$ cat src/rtl/core/pts_pkg.sv
// Package for the pan/tilt slew tracker: fixed-point constants, register
// indexes and reset values, the control word type and the microcode table.
// No dependencies; used by pts_datapath and pan_tilt_slew_tracker.
package pts_pkg;

  // Angles are Q3.12 radians, the time step is Q0.16 seconds.
  localparam logic signed [15:0] HALF_PI_Q12 = 16'sd6434;
  localparam logic signed [17:0] PI_Q12      = 18'sd12868;
  localparam logic signed [17:0] TWO_PI_Q12  = 18'sd25736;
  localparam logic        [15:0] DT_MIN      = 16'd655;
  localparam logic        [15:0] DT_MAX      = 16'd6554;

  // Configuration register indexes.
  localparam logic [7:0] REG_MAX_RATE_PAN  = 8'd0;
  localparam logic [7:0] REG_MAX_RATE_TILT = 8'd1;
  localparam logic [7:0] REG_RATE_GAIN     = 8'd2;
  localparam logic [7:0] REG_AIM_THRESHOLD = 8'd3;

  // Configuration reset values.
  localparam logic [14:0] MAX_RATE_RST      = 15'd6144;
  localparam logic [7:0]  RATE_GAIN_RST     = 8'd20;
  localparam logic [11:0] AIM_THRESHOLD_RST = 12'd205;

  // Program length; the step counter wraps over it.
  localparam int unsigned PROG_LEN = 8;
  localparam int unsigned STEP_W   = $clog2(PROG_LEN);

  // Multiplier operand A source.
  typedef enum logic [1:0] {
    A_EPAN,
    A_ETILT,
    A_THR,
    A_RATE
  } a_sel_e;

  // Multiplier operand B source.
  typedef enum logic [1:0] {
    B_SAME,
    B_GAIN,
    B_DTC
  } b_sel_e;

  // Accumulator operation for the squared aim distance.
  typedef enum logic [1:0] {
    ACC_HOLD,
    ACC_LOAD,
    ACC_ADD
  } acc_op_e;

  // Angle register written by the step.
  typedef enum logic [1:0] {
    ANG_NONE,
    ANG_PAN,
    ANG_TILT
  } ang_wr_e;

  // Sequencer action after the step.
  typedef enum logic {
    SEQ_NEXT,
    SEQ_END
  } seq_e;

  // One control word of the microprogram.
  typedef struct packed {
    a_sel_e  a_sel;
    b_sel_e  b_sel;
    acc_op_e acc_op;
    logic    fire_en;
    logic    rate_en;
    logic    lim_tilt;
    ang_wr_e ang_wr;
    seq_e    seq;
  } ctrl_t;

  // Microprogram. The product register always holds the result of the
  // multiplication issued one step earlier.
  function automatic ctrl_t ucode(input logic [STEP_W-1:0] step);
    ctrl_t c;
    c = '{a_sel: A_EPAN, b_sel: B_SAME, acc_op: ACC_HOLD, fire_en: 1'b0,
          rate_en: 1'b0, lim_tilt: 1'b0, ang_wr: ANG_NONE, seq: SEQ_NEXT};
    unique case (step)
      // Square the pan error.
      3'd0: c.a_sel = A_EPAN;
      // Square the tilt error, load the pan square.
      3'd1: begin
        c.a_sel  = A_ETILT;
        c.acc_op = ACC_LOAD;
      end
      // Square the threshold, add the tilt square.
      3'd2: begin
        c.a_sel  = A_THR;
        c.acc_op = ACC_ADD;
      end
      // Compare distance against threshold; pan error times gain.
      3'd3: begin
        c.a_sel   = A_EPAN;
        c.b_sel   = B_GAIN;
        c.fire_en = 1'b1;
      end
      // Clamp the pan rate; tilt error times gain.
      3'd4: begin
        c.a_sel   = A_ETILT;
        c.b_sel   = B_GAIN;
        c.rate_en = 1'b1;
      end
      // Pan rate times time step; clamp the tilt rate.
      3'd5: begin
        c.a_sel    = A_RATE;
        c.b_sel    = B_DTC;
        c.rate_en  = 1'b1;
        c.lim_tilt = 1'b1;
      end
      // Update pan; tilt rate times time step.
      3'd6: begin
        c.a_sel  = A_RATE;
        c.b_sel  = B_DTC;
        c.ang_wr = ANG_PAN;
      end
      // Update tilt and hand off the result.
      3'd7: begin
        c.ang_wr = ANG_TILT;
        c.seq    = SEQ_END;
      end
    endcase
    return c;
  endfunction

endpackage

$ cat src/rtl/core/pts_datapath.sv
// Datapath of the pan/tilt slew tracker: operand registers, the shared
// multiplier, accumulator, rate clamp and angle update, driven by ctrl_t.
// Depends on pts_pkg.
module pts_datapath (
  input  logic                 clk_i,
  input  logic                 rst_ni,
  input  logic                 load_i,
  input  logic [15:0]          time_step_i,
  input  logic signed [15:0]   goal_pan_i,
  input  logic signed [15:0]   goal_tilt_i,
  input  logic                 step_en_i,
  input  pts_pkg::ctrl_t       ctrl_i,
  input  logic [14:0]          max_rate_pan_i,
  input  logic [14:0]          max_rate_tilt_i,
  input  logic [7:0]           rate_gain_i,
  input  logic [11:0]          aim_threshold_i,
  output logic signed [15:0]   new_pan_o,
  output logic signed [15:0]   new_tilt_o,
  output logic                 fire_o
);

  logic signed [15:0] pan_q, pan_d, tilt_q, tilt_d;
  logic signed [16:0] err_pan_q, err_tilt_q;
  logic [12:0]        dtc_q, dtc_d;
  logic signed [35:0] prod_q, prod_d;
  logic [32:0]        acc_q, acc_d;
  logic               fire_q, fire_d;
  logic signed [15:0] rate_q, rate_d;
  logic signed [17:0] op_a, op_b;
  logic signed [35:0] lim;
  logic signed [35:0] rounded;
  logic signed [15:0] cur_ang;
  logic signed [17:0] sum, wrapped;
  logic signed [15:0] ang_new;

  // Clamp the time step at load.
  always_comb begin
    if (time_step_i < pts_pkg::DT_MIN) begin
      dtc_d = pts_pkg::DT_MIN[12:0];
    end else if (time_step_i > pts_pkg::DT_MAX) begin
      dtc_d = pts_pkg::DT_MAX[12:0];
    end else begin
      dtc_d = time_step_i[12:0];
    end
  end

  // Operand registers, loaded when a transaction is accepted.
  always_ff @(posedge clk_i) begin
    if (load_i) begin
      err_pan_q  <= {goal_pan_i[15], goal_pan_i} - {pan_q[15], pan_q};
      err_tilt_q <= {goal_tilt_i[15], goal_tilt_i} - {tilt_q[15], tilt_q};
      dtc_q      <= dtc_d;
    end
  end

  // Operand selection for the shared multiplier.
  always_comb begin
    unique case (ctrl_i.a_sel)
      pts_pkg::A_EPAN:  op_a = {err_pan_q[16], err_pan_q};
      pts_pkg::A_ETILT: op_a = {err_tilt_q[16], err_tilt_q};
      pts_pkg::A_THR:   op_a = {6'd0, aim_threshold_i};
      pts_pkg::A_RATE:  op_a = {{2{rate_q[15]}}, rate_q};
      default:          op_a = '0;
    endcase
    unique case (ctrl_i.b_sel)
      pts_pkg::B_SAME: op_b = op_a;
      pts_pkg::B_GAIN: op_b = {10'd0, rate_gain_i};
      pts_pkg::B_DTC:  op_b = {5'd0, dtc_q};
      default:         op_b = '0;
    endcase
    prod_d = op_a * op_b;
  end

  // Squared distance accumulation and the fire compare.
  always_comb begin
    unique case (ctrl_i.acc_op)
      pts_pkg::ACC_LOAD: acc_d = prod_q[32:0];
      pts_pkg::ACC_ADD:  acc_d = acc_q + prod_q[32:0];
      default:           acc_d = acc_q;
    endcase
    fire_d = ctrl_i.fire_en ? (acc_q < {9'd0, prod_q[23:0]}) : fire_q;
  end

  // Clamp the proportional rate to the selected axis limit.
  always_comb begin
    lim = ctrl_i.lim_tilt ? {21'd0, max_rate_tilt_i} : {21'd0, max_rate_pan_i};
    if (!ctrl_i.rate_en) begin
      rate_d = rate_q;
    end else if (prod_q > lim) begin
      rate_d = lim[15:0];
    end else if (prod_q < -lim) begin
      rate_d = -lim[15:0];
    end else begin
      rate_d = prod_q[15:0];
    end
  end

  // Round the angle step, add it, wrap above pi and saturate below.
  always_comb begin
    rounded = prod_q + 36'sd32768;
    cur_ang = (ctrl_i.ang_wr == pts_pkg::ANG_TILT) ? tilt_q : pan_q;
    sum     = {{2{cur_ang[15]}}, cur_ang} + rounded[33:16];
    wrapped = (sum > pts_pkg::PI_Q12) ? sum - pts_pkg::TWO_PI_Q12 : sum;
    if (wrapped < -18'sd32768) begin
      ang_new = -16'sd32768;
    end else begin
      ang_new = wrapped[15:0];
    end
    pan_d  = (ctrl_i.ang_wr == pts_pkg::ANG_PAN) ? ang_new : pan_q;
    tilt_d = (ctrl_i.ang_wr == pts_pkg::ANG_TILT) ? ang_new : tilt_q;
  end

  // Working registers advance one microprogram step at a time.
  always_ff @(posedge clk_i) begin
    if (step_en_i) begin
      prod_q <= prod_d;
      acc_q  <= acc_d;
      rate_q <= rate_d;
      fire_q <= fire_d;
    end
  end

  // Angle state.
  always_ff @(posedge clk_i or negedge rst_ni) begin
    if (!rst_ni) begin
      pan_q  <= pts_pkg::HALF_PI_Q12;
      tilt_q <= pts_pkg::HALF_PI_Q12;
    end else if (step_en_i) begin
      pan_q  <= pan_d;
      tilt_q <= tilt_d;
    end
  end

  // On the final step pan is already updated and tilt is being written.
  assign new_pan_o  = pan_q;
  assign new_tilt_o = ang_new;
  assign fire_o     = fire_q;

endmodule

$ cat src/rtl/core/pan_tilt_slew_tracker.sv
// Pan/tilt slew tracker top level: stream handshakes, configuration
// registers, microcode sequencer and result register.
// Depends on pts_pkg and pts_datapath.
//
// Usage: each transaction on the s_axis channel is one control tick carrying
// a time step and goal pan/tilt angles. The block moves both angles toward
// the goal at a clamped proportional rate and returns one m_axis transaction
// with the new angles and a fire flag computed from the angles held before
// the tick. Configuration writes on the cfg channel are always taken and must
// only be issued while no tick is in flight.
// The result is registered at the end of the last of the eight program
// steps. A new tick is taken only after the previous program ends: eight
// steps of a program that shares a single 18x18 multiplier across the
// distance and both axes, then s_axis_tready goes high and the next tick
// is taken.
// s_axis_tready is low while the program runs; a new tick is taken while a
// finished result still waits on m_axis. If the receiver stalls, the program
// holds on its last step until the result register frees up.
// Reset restores both angles to pi/2 and the registers to their defaults.
module pan_tilt_slew_tracker (
  input  logic        clk_i,
  input  logic        rst_ni,
  // Fields from bit 0: time_step[15:0], goal_pan[31:16], goal_tilt[47:32].
  input  logic [47:0] s_axis_tdata,
  input  logic        s_axis_tvalid,
  output logic        s_axis_tready,
  // Fields from bit 0: new_pan[15:0], new_tilt[31:16], fire[32], zero pad.
  output logic [39:0] m_axis_tdata,
  output logic        m_axis_tvalid,
  input  logic        m_axis_tready,
  input  logic        cfg_valid_i,
  output logic        cfg_ready_o,
  input  logic [7:0]  cfg_index_i,
  input  logic [14:0] cfg_data_i
);

  logic [14:0] max_rate_pan_q, max_rate_tilt_q;
  logic [7:0]  rate_gain_q;
  logic [11:0] aim_threshold_q;

  logic                       busy_q, busy_d;
  logic [pts_pkg::STEP_W-1:0] step_q, step_d;
  pts_pkg::ctrl_t             ctrl;
  logic                       accept, step_en, finish;

  logic                       out_valid_q, out_valid_d;
  logic signed [15:0]         out_pan_q, out_tilt_q;
  logic                       out_fire_q;
  logic signed [15:0]         res_pan, res_tilt;
  logic                       res_fire;

  // Configuration writes.
  assign cfg_ready_o = 1'b1;

  always_ff @(posedge clk_i or negedge rst_ni) begin
    if (!rst_ni) begin
      max_rate_pan_q  <= pts_pkg::MAX_RATE_RST;
      max_rate_tilt_q <= pts_pkg::MAX_RATE_RST;
      rate_gain_q     <= pts_pkg::RATE_GAIN_RST;
      aim_threshold_q <= pts_pkg::AIM_THRESHOLD_RST;
    end else if (cfg_valid_i && cfg_ready_o) begin
      unique case (cfg_index_i)
        pts_pkg::REG_MAX_RATE_PAN:  max_rate_pan_q  <= cfg_data_i;
        pts_pkg::REG_MAX_RATE_TILT: max_rate_tilt_q <= cfg_data_i;
        pts_pkg::REG_RATE_GAIN:     rate_gain_q     <= cfg_data_i[7:0];
        pts_pkg::REG_AIM_THRESHOLD: aim_threshold_q <= cfg_data_i[11:0];
        default: ;
      endcase
    end
  end

  // Microcode sequencer: fetch the control word, hold on the last step
  // while the result register is still occupied.
  assign ctrl          = pts_pkg::ucode(step_q);
  assign s_axis_tready = !busy_q;
  assign accept        = s_axis_tvalid && s_axis_tready;
  assign step_en       = busy_q && !(ctrl.seq == pts_pkg::SEQ_END &&
                                     out_valid_q && !m_axis_tready);
  assign finish        = step_en && (ctrl.seq == pts_pkg::SEQ_END);

  always_comb begin
    busy_d = busy_q;
    step_d = step_q;
    if (accept) begin
      busy_d = 1'b1;
      step_d = '0;
    end else if (finish) begin
      busy_d = 1'b0;
      step_d = '0;
    end else if (step_en) begin
      step_d = step_q + 1'b1;
    end
  end

  always_ff @(posedge clk_i or negedge rst_ni) begin
    if (!rst_ni) begin
      busy_q <= 1'b0;
      step_q <= '0;
    end else begin
      busy_q <= busy_d;
      step_q <= step_d;
    end
  end

  pts_datapath u_datapath (
    .clk_i           (clk_i),
    .rst_ni          (rst_ni),
    .load_i          (accept),
    .time_step_i     (s_axis_tdata[15:0]),
    .goal_pan_i      (s_axis_tdata[31:16]),
    .goal_tilt_i     (s_axis_tdata[47:32]),
    .step_en_i       (step_en),
    .ctrl_i          (ctrl),
    .max_rate_pan_i  (max_rate_pan_q),
    .max_rate_tilt_i (max_rate_tilt_q),
    .rate_gain_i     (rate_gain_q),
    .aim_threshold_i (aim_threshold_q),
    .new_pan_o       (res_pan),
    .new_tilt_o      (res_tilt),
    .fire_o          (res_fire)
  );

  // Result register toward the master side.
  always_comb begin
    out_valid_d = out_valid_q;
    if (m_axis_tvalid && m_axis_tready) begin
      out_valid_d = 1'b0;
    end
    if (finish) begin
      out_valid_d = 1'b1;
    end
  end

  always_ff @(posedge clk_i or negedge rst_ni) begin
    if (!rst_ni) begin
      out_valid_q <= 1'b0;
    end else begin
      out_valid_q <= out_valid_d;
    end
  end

  always_ff @(posedge clk_i) begin
    if (finish) begin
      out_pan_q  <= res_pan;
      out_tilt_q <= res_tilt;
      out_fire_q <= res_fire;
    end
  end

  assign m_axis_tvalid = out_valid_q;
  assign m_axis_tdata  = {7'd0, out_fire_q, out_tilt_q, out_pan_q};

`ifndef SYNTHESIS
  // An accepted tick starts the program at its first step.
  assert property (@(posedge clk_i) disable iff (!rst_ni)
    accept |=> busy_q && step_q == '0)
    else $error("sequencer did not start after an accepted tick");

  // A result appears only when the program completes.
  assert property (@(posedge clk_i) disable iff (!rst_ni)
    $rose(m_axis_tvalid) |-> $past(finish))
    else $error("result raised without a completed program");

  // The program holds on its last step while the receiver stalls.
  assert property (@(posedge clk_i) disable iff (!rst_ni)
    (busy_q && ctrl.seq == pts_pkg::SEQ_END && out_valid_q && !m_axis_tready)
      |=> busy_q && $stable(step_q))
    else $error("program left its last step during a stall");

  // A zero threshold never lets fire through.
  assert property (@(posedge clk_i) disable iff (!rst_ni)
    (m_axis_tvalid && m_axis_tdata[32]) |-> aim_threshold_q != 12'd0)
    else $error("fire set with a zero aim threshold");
`endif

endmodule
$ cat config.mk
export PLATFORM = sky130hd
export DESIGN_NAME = pan_tilt_slew_tracker
export DESIGN_NICKNAME = d
export VERILOG_FILES = /design/src/rtl/core/pts_pkg.sv /design/src/rtl/core/pts_datapath.sv /design/src/rtl/core/pan_tilt_slew_tracker.sv
export SDC_FILE = /design/constraint.sdc
export NUM_CORES = 1
export LEC_CHECK = 0
export ABC_CLOCK_PERIOD_IN_PS = 12700
export BUFFER_PORTS_ARGS = -buffer_cell sky130_fd_sc_hd__buf_2
export CORE_MARGIN = 2
export CORE_UTILIZATION = 65
export CTS_CLUSTER_DIAMETER = 200
export DETAILED_ROUTE_END_ITERATION = 6
export HOLD_SLACK_MARGIN = 0.12
export PLACE_DENSITY = 0.83
export SYNTH_ARGS = -nofsm -noshare
export SYNTH_HDL_FRONTEND = slang
export SYNTH_HIERARCHICAL = 1
export SYNTH_SLANG_ARGS = --single-unit
$ cat constraint.sdc
create_clock -name clk_i -period 12.7 [get_ports clk_i]
set_input_delay 1.905 -clock clk_i [delete_from_list [all_inputs] [get_ports clk_i]]
set_output_delay 1.905 -clock clk_i [all_outputs]
set_load 0.02 [all_outputs]
## Yosys cells after proc, flatten, opt, wreduce, memory -nomap -nowiden

Cells that the tools add are included.

- Add/subtract/negate cells: 9
- Multiply operators: 1
- Div/mod/pow operators: 0
- $lt $le $gt $ge: 7
- Equality and inequality tests: 19
- Shift-type cells: 0
- Mux-type cells: 25
- Bitwise logic cells: 0
- Reduce and logical (&&, ||, !) cells: 30

Operators by type and width:

| cell | count |
|---|---|
| $pmux W18 S4 | 1 |
| $pmux W33 S2 | 1 |
| $mux W16 | 4 |
| $pmux W18 S3 | 1 |
| $gt A36 B16 Y1 | 1 |
| $lt A36 B36 Y1 | 1 |
| $mul A18 B18 Y36 | 1 |
| $neg A36 Y36 | 1 |
| $add A34 B17 Y34 const B | 1 |
| $sub A16 B16 Y17 | 2 |
| $add A33 B33 Y33 | 1 |
| $lt A33 B24 Y1 | 1 |
| $add A18 B18 Y18 | 1 |
| $gt A18 B15 Y1 const B | 1 |
| $lt A18 B16 Y1 const B | 1 |
| $mux W18 | 1 |
| $reduce_and A2 Y1 | 9 |
| $sub A18 B16 Y18 const B | 1 |
| $eq A8 B2 Y1 const B | 2 |
| $gt A16 B13 Y1 const B | 1 |
| $lt A16 B10 Y1 const B | 1 |
| $neg A16 Y16 | 1 |
| $mux W15 | 1 |
| $mux W13 | 1 |
| other kinds (18) | 54 |

- Bits in registers: 253
- Bits in latches: 0
- Bits in writable memories: 0
- ROM bits: 0
- Input port bits: 76
- Output and inout bits: 43
- Logic and storage cells: 111
- Memories: 0

## Depth between registers and ports, before layout

Gate-level depths: netlist (run 1).

- Word-level depth: 9
- Mapped depth: 38
- Depth with buffers taken out: 35

## By module

Netlist (run 1), hierarchy kept.

Modules (own cells, without submodules):

| module | instances | cells each | area each (um^2) | seq. area each (um^2) |
|---|---|---|---|---|
| pts_datapath | 1 | 2879 | 25553.3 | 4807.1 |
| pan_tilt_slew_tracker | 1 | 199 | 3399.5 | 2381.0 |

## Least setup slack after synthesis (run 1)

Ideal clock, no wire load.

- Path type: flip-flop to flip-flop
- Start point: reg step_q[1] (netlist bit)
- End point: reg u_datapath.prod_q[35] (data pin)
- Setup time: 0.260 ns
- Arrival time: 8.934 ns
- Data required time: 12.440 ns
- Path slack: 3.506 ns
- Stages on the path, launching flop included: 34
- Path buffers: 3
- Period minus slack after synthesis: 9.194 ns
- Cells stage by stage: dfrtp_1 > inv_1 > ha_1 > and2_1 > or2_2 > buf_1 > buf_1 > mux2i_1 > nand2_1 > o21ai_1 > nor2_1 > a21oi_1 > o21a_1 > clkbuf_1 > nor2_1 > fa_1 > inv_1 > fa_1 > inv_1 > fa_1 > fa_1 > fa_1 > fa_1 > ha_1 > a21o_1 > a21o_1 > a21oi_1 > nor2b_1 > or4b_2 > a41oi_1 > o21ai_1 > a221o_1 > a21oi_1 > xnor2_1

RTL lines:

| element | RTL line | source |
|---|---|---|
| from (decl) | pan_tilt_slew_tracker.sv:42 | `logic [pts_pkg::STEP_W-1:0] step_q, step_d;` |
| from (signal assigned) | pan_tilt_slew_tracker.sv:101 | `step_q <= step_d;` |
| to (signal assigned) | pts_datapath.sv:116 | `prod_q <= prod_d;` |
| to (decl) | pts_datapath.sv:25 | `logic signed [35:0] prod_q, prod_d;` |

==> results.yml, run 1 <==
synth:
  netlist_top_cells_count: "505 x inv_1, 348 x nor2_1, 323 x fa_1, 257 x ha_1, 245 x nand2_1"
  synth_area_leader_cell: "fa_1"
  synth-seq-cells: 253
  synth_top_family_by_area: "adder cells"
  yosysTopAreaCellShare: 0.223
  synth_xor_area_frac: 0.0384
  synth_seq_area_share: 0.248
  synthAdderAreaFrac: 0.334
  yosysUniqueCellTypes: 88
  synth_mux_area_frac: 0.0455
  synth_edf_count: 166
  synth_compound_area_frac: 0.114
  synthTopCellsByArea: "fa_1 22%, edfxtp_1 17%, ha_1 11%, inv_1 6.5%, dfrtp_1 5.7%"
  syn_inst: 3078
  synthArstFlopShare: 0.344
  yosysWarnings: 6
  synth_area_mm2: 0.0290
  avgSynthCellArea_um2: 9.41
  synth_most_common_cell: "inv_1"
  yosys.area_share.simple: 0.138
  ys.flop_type: "edfxtp_1"
detailed_routing:
  vias_per_cell: 6.12
  drc: 0
  dr.first_iter.drc_count: 2244
  postRouteAntennaNets: 0
  num_vias: 23100
  drt_pre_antenna_iters: 6
  wl_um: 79000
  post_drt_wl_per_cell_um: 20.9
timing:
  period_share: 0.845
  final.setup_skew_ns: 0.0130
  slew_viol_final: 0
  relSlewSlack: 0.191
  tns_ns: 0
  finalCriticalPeriod_ns: 10.73
  worst_slew_pin_slew_ns: 1.21
  fmax_ghz: 0.0932
  rsz0062_at_grt: "no"
  final-setup-viol-count: 0
  timing.final.hold_violations: 0
placed_design:
  place_hpwl_um: 62600
  place.port_buffers: 110
  place.gp.congestion: 0.969
cts:
  clk_latency_ns: 0.59
  cts_resized: 0
  post-cts-setup-buffer-count: 0
  clk_transition_reported_paths_ns: 0.06
  ctsLongestPathBuffers: 3
  htreeDepth: 1
  clock_sinks: 253
  cts_root_buf: "clkbuf_16"
  cts_buffers: 29
  hold_buffers: 0
  cts_tree: "yes"
global_route:
  grt_max_degree: 69
  grt_pass1_vias: 23600
  grt_usage: 0.348
  grt_pass1_wl_um: 127000
  overflow: 0
  antenna_found_initial: 0
worst_setup_path:
  cp.arrival_ns: 11.06
  start_kind: "flip-flop"
  critPathMaxFanout: 27
  crit_type: "reg -> reg"
  end_kind: "flip-flop"
  cp_common_cell: "fa_1"
  slowest_stage: "a21oi_1"
  slowest_delay_ns: 0.91
  worstPathRequired_ns: 13.03
floorplan:
  die_height_um: 215
  die_x_um: 215
  coreArea_mm2: 0.0441
  start_util: 0.656
  rows: 77
  io_pins: 119
  dieArea_mm2: 0.0462
flow_run:
  cap_violations: 0
layout:
  area_growth_pct: 7.52
  nets: 3818
  n_antenna_cell: 0
  drive_gt1_frac: 0.104
outcome:
  status: "finished clean"
min_path:
  hold_class: "reg -> reg"
==> worst max-delay path: cells and delay by family, from the launching register on <==
kind                     cells  cell delay (ns)
AO/OA/AOI/OAI               10             2.95
XOR/XNOR                     1             0.09
adder cells (fa/ha/maj)      8             3.59
buffers and inverters        9             1.62
flip-flops                   1             0.45
multiplexers                 1             0.40
AND/OR/NAND/NOR              6             1.34
==> worst paths after layout <==
check | slack [ns] | cells after the start | start | end
min in group asynchronous | 1.19 | 1 | rst_ni | u_datapath/tilt_q[10]$_DFFE_PN0P_
setup reg to reg | 1.97 | 35 | step_q[1]$_DFFE_PN0P_ | u_datapath/prod_q[35]$_DFFE_PP_
setup / recovery | 1.97 | 35 | step_q[1]$_DFFE_PN0P_ | u_datapath/prod_q[35]$_DFFE_PP_
hold / removal | 0.44 | 0 | u_datapath/fire_o$_DFFE_PP_ | out_fire_q$_DFFE_PP_
hold reg to reg | 0.44 | 0 | u_datapath/fire_o$_DFFE_PP_ | out_fire_q$_DFFE_PP_
max in group asynchronous | 10.28 | 2 | rst_ni | max_rate_tilt_q[14]$_DFFE_PN0P_
==> per-layer routing <==
layer / GRT usage / vias to the layer above / part of all wire
li1: - / 10300 / -
met1: 0.448 / 11400 / 0.38
met2: 0.579 / 1107 / 0.48
met3: 0.0576 / 281 / 0.086
met4: 0.165 / 0 / 0.053
met5: 0 / - / 0
==> final cells by class <==
type / count / area [um2]
Sequential cell: 253 / 7190
Multi-Input combinational cell: 2222 / 19500
Fill cell: 3388 / 13000
Inverter: 506 / 1900
Tap cell: 592 / 741
Clock inverter: 13 / 160
Clock buffer: 41 / 811
Timing Repair Buffer: 150 / 853
==> sequential cells by signal (all words and copies together), names as in the netlist, 3 cells and up <==
register	count
u_datapath/err_pan_q	17
out_tilt_q	16
aim_threshold_q	12
u_datapath/prod_q	36
out_pan_q	16
u_datapath/err_tilt_q	17
u_datapath/tilt_q	16
max_rate_pan_q	15
u_datapath/new_pan_o	16
u_datapath/dtc_q	13
max_rate_tilt_q	15
step_q	3
u_datapath/rate_q	16
u_datapath/acc_q	33
rate_gain_q	8
==> placed cells by master, fill, tap and decap left out, drive strengths merged, types with 8 or more instances in the layout <==
cell,count
clkbuf,41
and2,23
nand2b,19
mux2,74
a211oi,16
a21o,55
o22ai,11
o21bai,10
nor2,348
and3,26
o21a,40
nand3,29
xor2,35
o21ai,118
dfstp,21
xnor2,92
nand2,245
a21boi,8
nor2b,45
or2,14
or3,13
a21oi,139
ha,257
conb,9
nor3,45
nor4,14
nand4,24
a211o,8
edfxtp,166
a31oi,22
inv,510
buf,150
mux2i,48
o211ai,13
fa,323
dfrtp,66
==> stage by stage <==
stage	setup slack (ns)	utilization	cell area, um2	hold WS [ns]	instances
final	1.97	0.705	31100	0.438	3777
after floorplan	3.51	-	29000	0.400	3084
after global routing	1.50	0.705	31100	0.452	3777
after detailed placement	2.13	0.683	30200	0.411	3723
after global placement	2.56	0.683	30200	0.406	3723
after CTS	2.11	0.705	31100	0.441	3777
==> cells by family (layout without fill, tap and decap cells) <==
group           Yosys count  after routing
buf+inv                 609            710
fa+ha+maj               580            580
other cells               3              9
compound gates          511            511
mux                     122            122
xor+xnor                127            127
simple gates            873            873
flops                   253            253
Power of run 1 is not shown: default switching activity piles up to over one toggle a cycle in this logic, so the estimate is an artifact.
==> run 2, diff against run 1 <==
Settings changed: ABC_CLOCK_PERIOD_IN_PS 12700 to 8950, CORE_UTILIZATION 65 to 58, PLACE_DENSITY 0.83 to 0.79.
Clock period 12.7 ns to 8.95 ns, I/O delays scaled along.
==> results.yml, run 2 (synthesis results as in run 1) <==
worst_setup_path:
  start_kind: "flip-flop"
  slowest_delay_ns: 0.57
  cp_common_cell: "fa_1"
  crit_type: "reg -> reg"
  critPathMaxFanout: 14
  slowest_stage: "fa_1"
  reg2reg_slack_ns: 0.32
  worstPathRequired_ns: 9.29
  cp.arrival_ns: 8.96
  end_kind: "flip-flop"
  reg2regPathDepth: 34
layout:
  reg.largest.list: "u_datapath/prod_q (36), u_datapath/acc_q (33)"
  final_common_cell: "inv_1"
  final_util: 0.645
  n_antenna_cell: 0
  drive_gt1_frac: 0.124
  area_growth_pct: 9.56
  nets: 3879
  regMostFlops: "u_datapath/prod_q"
  largest_reg_flops: 36
  mostFrequentLayoutCells: "504 x inv_1, 346 x nor2_1, 321 x fa_1"
  fillers: 3995
placed_design:
  place.port_buffers: 110
  place_hpwl_um: 66300
  place.gp.congestion: 0.984
global_route:
  grt_usage: 0.325
  antenna_found_initial: 0
  grt_pass1_vias: 23800
  grt_max_degree: 71
  grt_pass1_wl_um: 128000
  overflow: 0
flow_run:
  cap_violations: 0
cts:
  ctsLongestPathBuffers: 3
  cts_root_buf: "clkbuf_16"
  clock_sinks: 253
  cts_buffers: 28
  clk_latency_ns: 0.59
  clk_transition_reported_paths_ns: 0.06
  cts_tree: "yes"
  htreeDepth: 1
  hold_buffers: 0
timing:
  worst_slew_pin_slew_ns: 1.14
  final-setup-viol-count: 0
  fmax_ghz: 0.116
  final.setup_skew_ns: 0.0303
  slew_viol_final: 0
  finalCriticalPeriod_ns: 8.63
  relSlewSlack: 0.237
  timing.final.hold_violations: 0
  period_share: 0.964
floorplan:
  io_pins: 119
  rows: 81
  die_x_um: 227
  start_util: 0.589
  dieArea_mm2: 0.0517
  die_height_um: 227
  coreArea_mm2: 0.0492
outcome:
  status: "finished clean"
detailed_routing:
  vias_per_cell: 5.92
  wl_um: 82800
  post_drt_wl_per_cell_um: 21.2
  postRouteAntennaNets: 0
  drt_pre_antenna_iters: 7
  drc: 0
  num_vias: 23100
  dr.first_iter.drc_count: 1988
min_path:
  hold_class: "reg -> reg"
  min_delay_path_depth: 0
## run 2: cell count changes in the layout (fill, tap and decap cells not counted), moves of 2 or more
cell / delta
buf_12: +2
buf_4: +58
buf_6: +2
clkbuf_1: -3
clkbuf_8: -4
clkinv_1: +4
clkinv_2: +3
fa_1: -2
fa_2: +2
nor2b_1: -2
nor2b_2: +2
o21ai_0: -2
o21ai_2: +2
## run 2: path summary, 6_finish.rpt
path / endpoint / startpoint
min reg2reg: out_fire_q$_DFFE_PP_ / u_datapath/fire_o$_DFFE_PP_
max reg2reg: u_datapath/prod_q[34]$_DFFE_PP_ / step_q[0]$_DFFE_PN0P_
min: out_fire_q$_DFFE_PP_ / u_datapath/fire_o$_DFFE_PP_
max in group asynchronous: step_q[0]$_DFFE_PN0P_ / rst_ni
max: u_datapath/prod_q[34]$_DFFE_PP_ / step_q[0]$_DFFE_PN0P_
min in group asynchronous: u_datapath/tilt_q[13]$_DFFE_PN0P_ / rst_ni
## run 2: what timing repair did
action | CTS | global route
setup endpoints to repair | 1 | 6
resized for setup | 1 | 19
pin swaps | 0 | 1
setup buffers | 0 | 0
## run 2: per-stage QoR
| stage | setup WS (ns) | TNS (ns) | area, um2 | hold slack (ns) | instances |
|---|---|---|---|---|---|
| 4_1_cts | 0.0185 | 0 | 31700 | 0.433 | 3909 |
| 5_1_grt | -0.0706 | -0.110 | 31700 | 0.454 | 3909 |
| 2_1_floorplan | 0.0278 | 0 | 29000 | 0.400 | 3084 |
| 6_report | 0.323 | 0 | 31700 | 0.433 | 3909 |
| 3_5_place_dp | 0.000374 | 0 | 30700 | 0.418 | 3857 |
| 3_3_place_gp | 0.187 | 0 | 30700 | 0.410 | 3857 |
## run 2: cell type report
class | count | area (um2) | share of cell area
Multi-Input combinational cell | 2222 | 19500 | 0.615
Sequential cell | 253 | 7190 | 0.227
Timing Repair Buffer | 212 | 1350 | 0.0426
Tap cell | 664 | 831 | 0.0262
Inverter | 506 | 1900 | 0.0600
Clock inverter | 19 | 206 | 0.00651
Clock buffer | 33 | 719 | 0.0227
## run 2: worst max-delay path, delay by kind of cell (launching register included)
family,cells,cell delay (ns)
flops,1,0.44
fa+ha+maj,8,3.62
buf+inv,8,0.99
compound gates,9,1.81
mux,2,0.45
simple gates,7,1.05
## run 2: metal layers
metal,routed length [um],GRT usage,vias up
li1,-,-,10500
met1,31500,0.405,11400
met2,39900,0.549,1011
met3,6780,0.0530,254
met4,4630,0.161,0
met5,0,0,-
Power of run 2 is left out for the same reason.
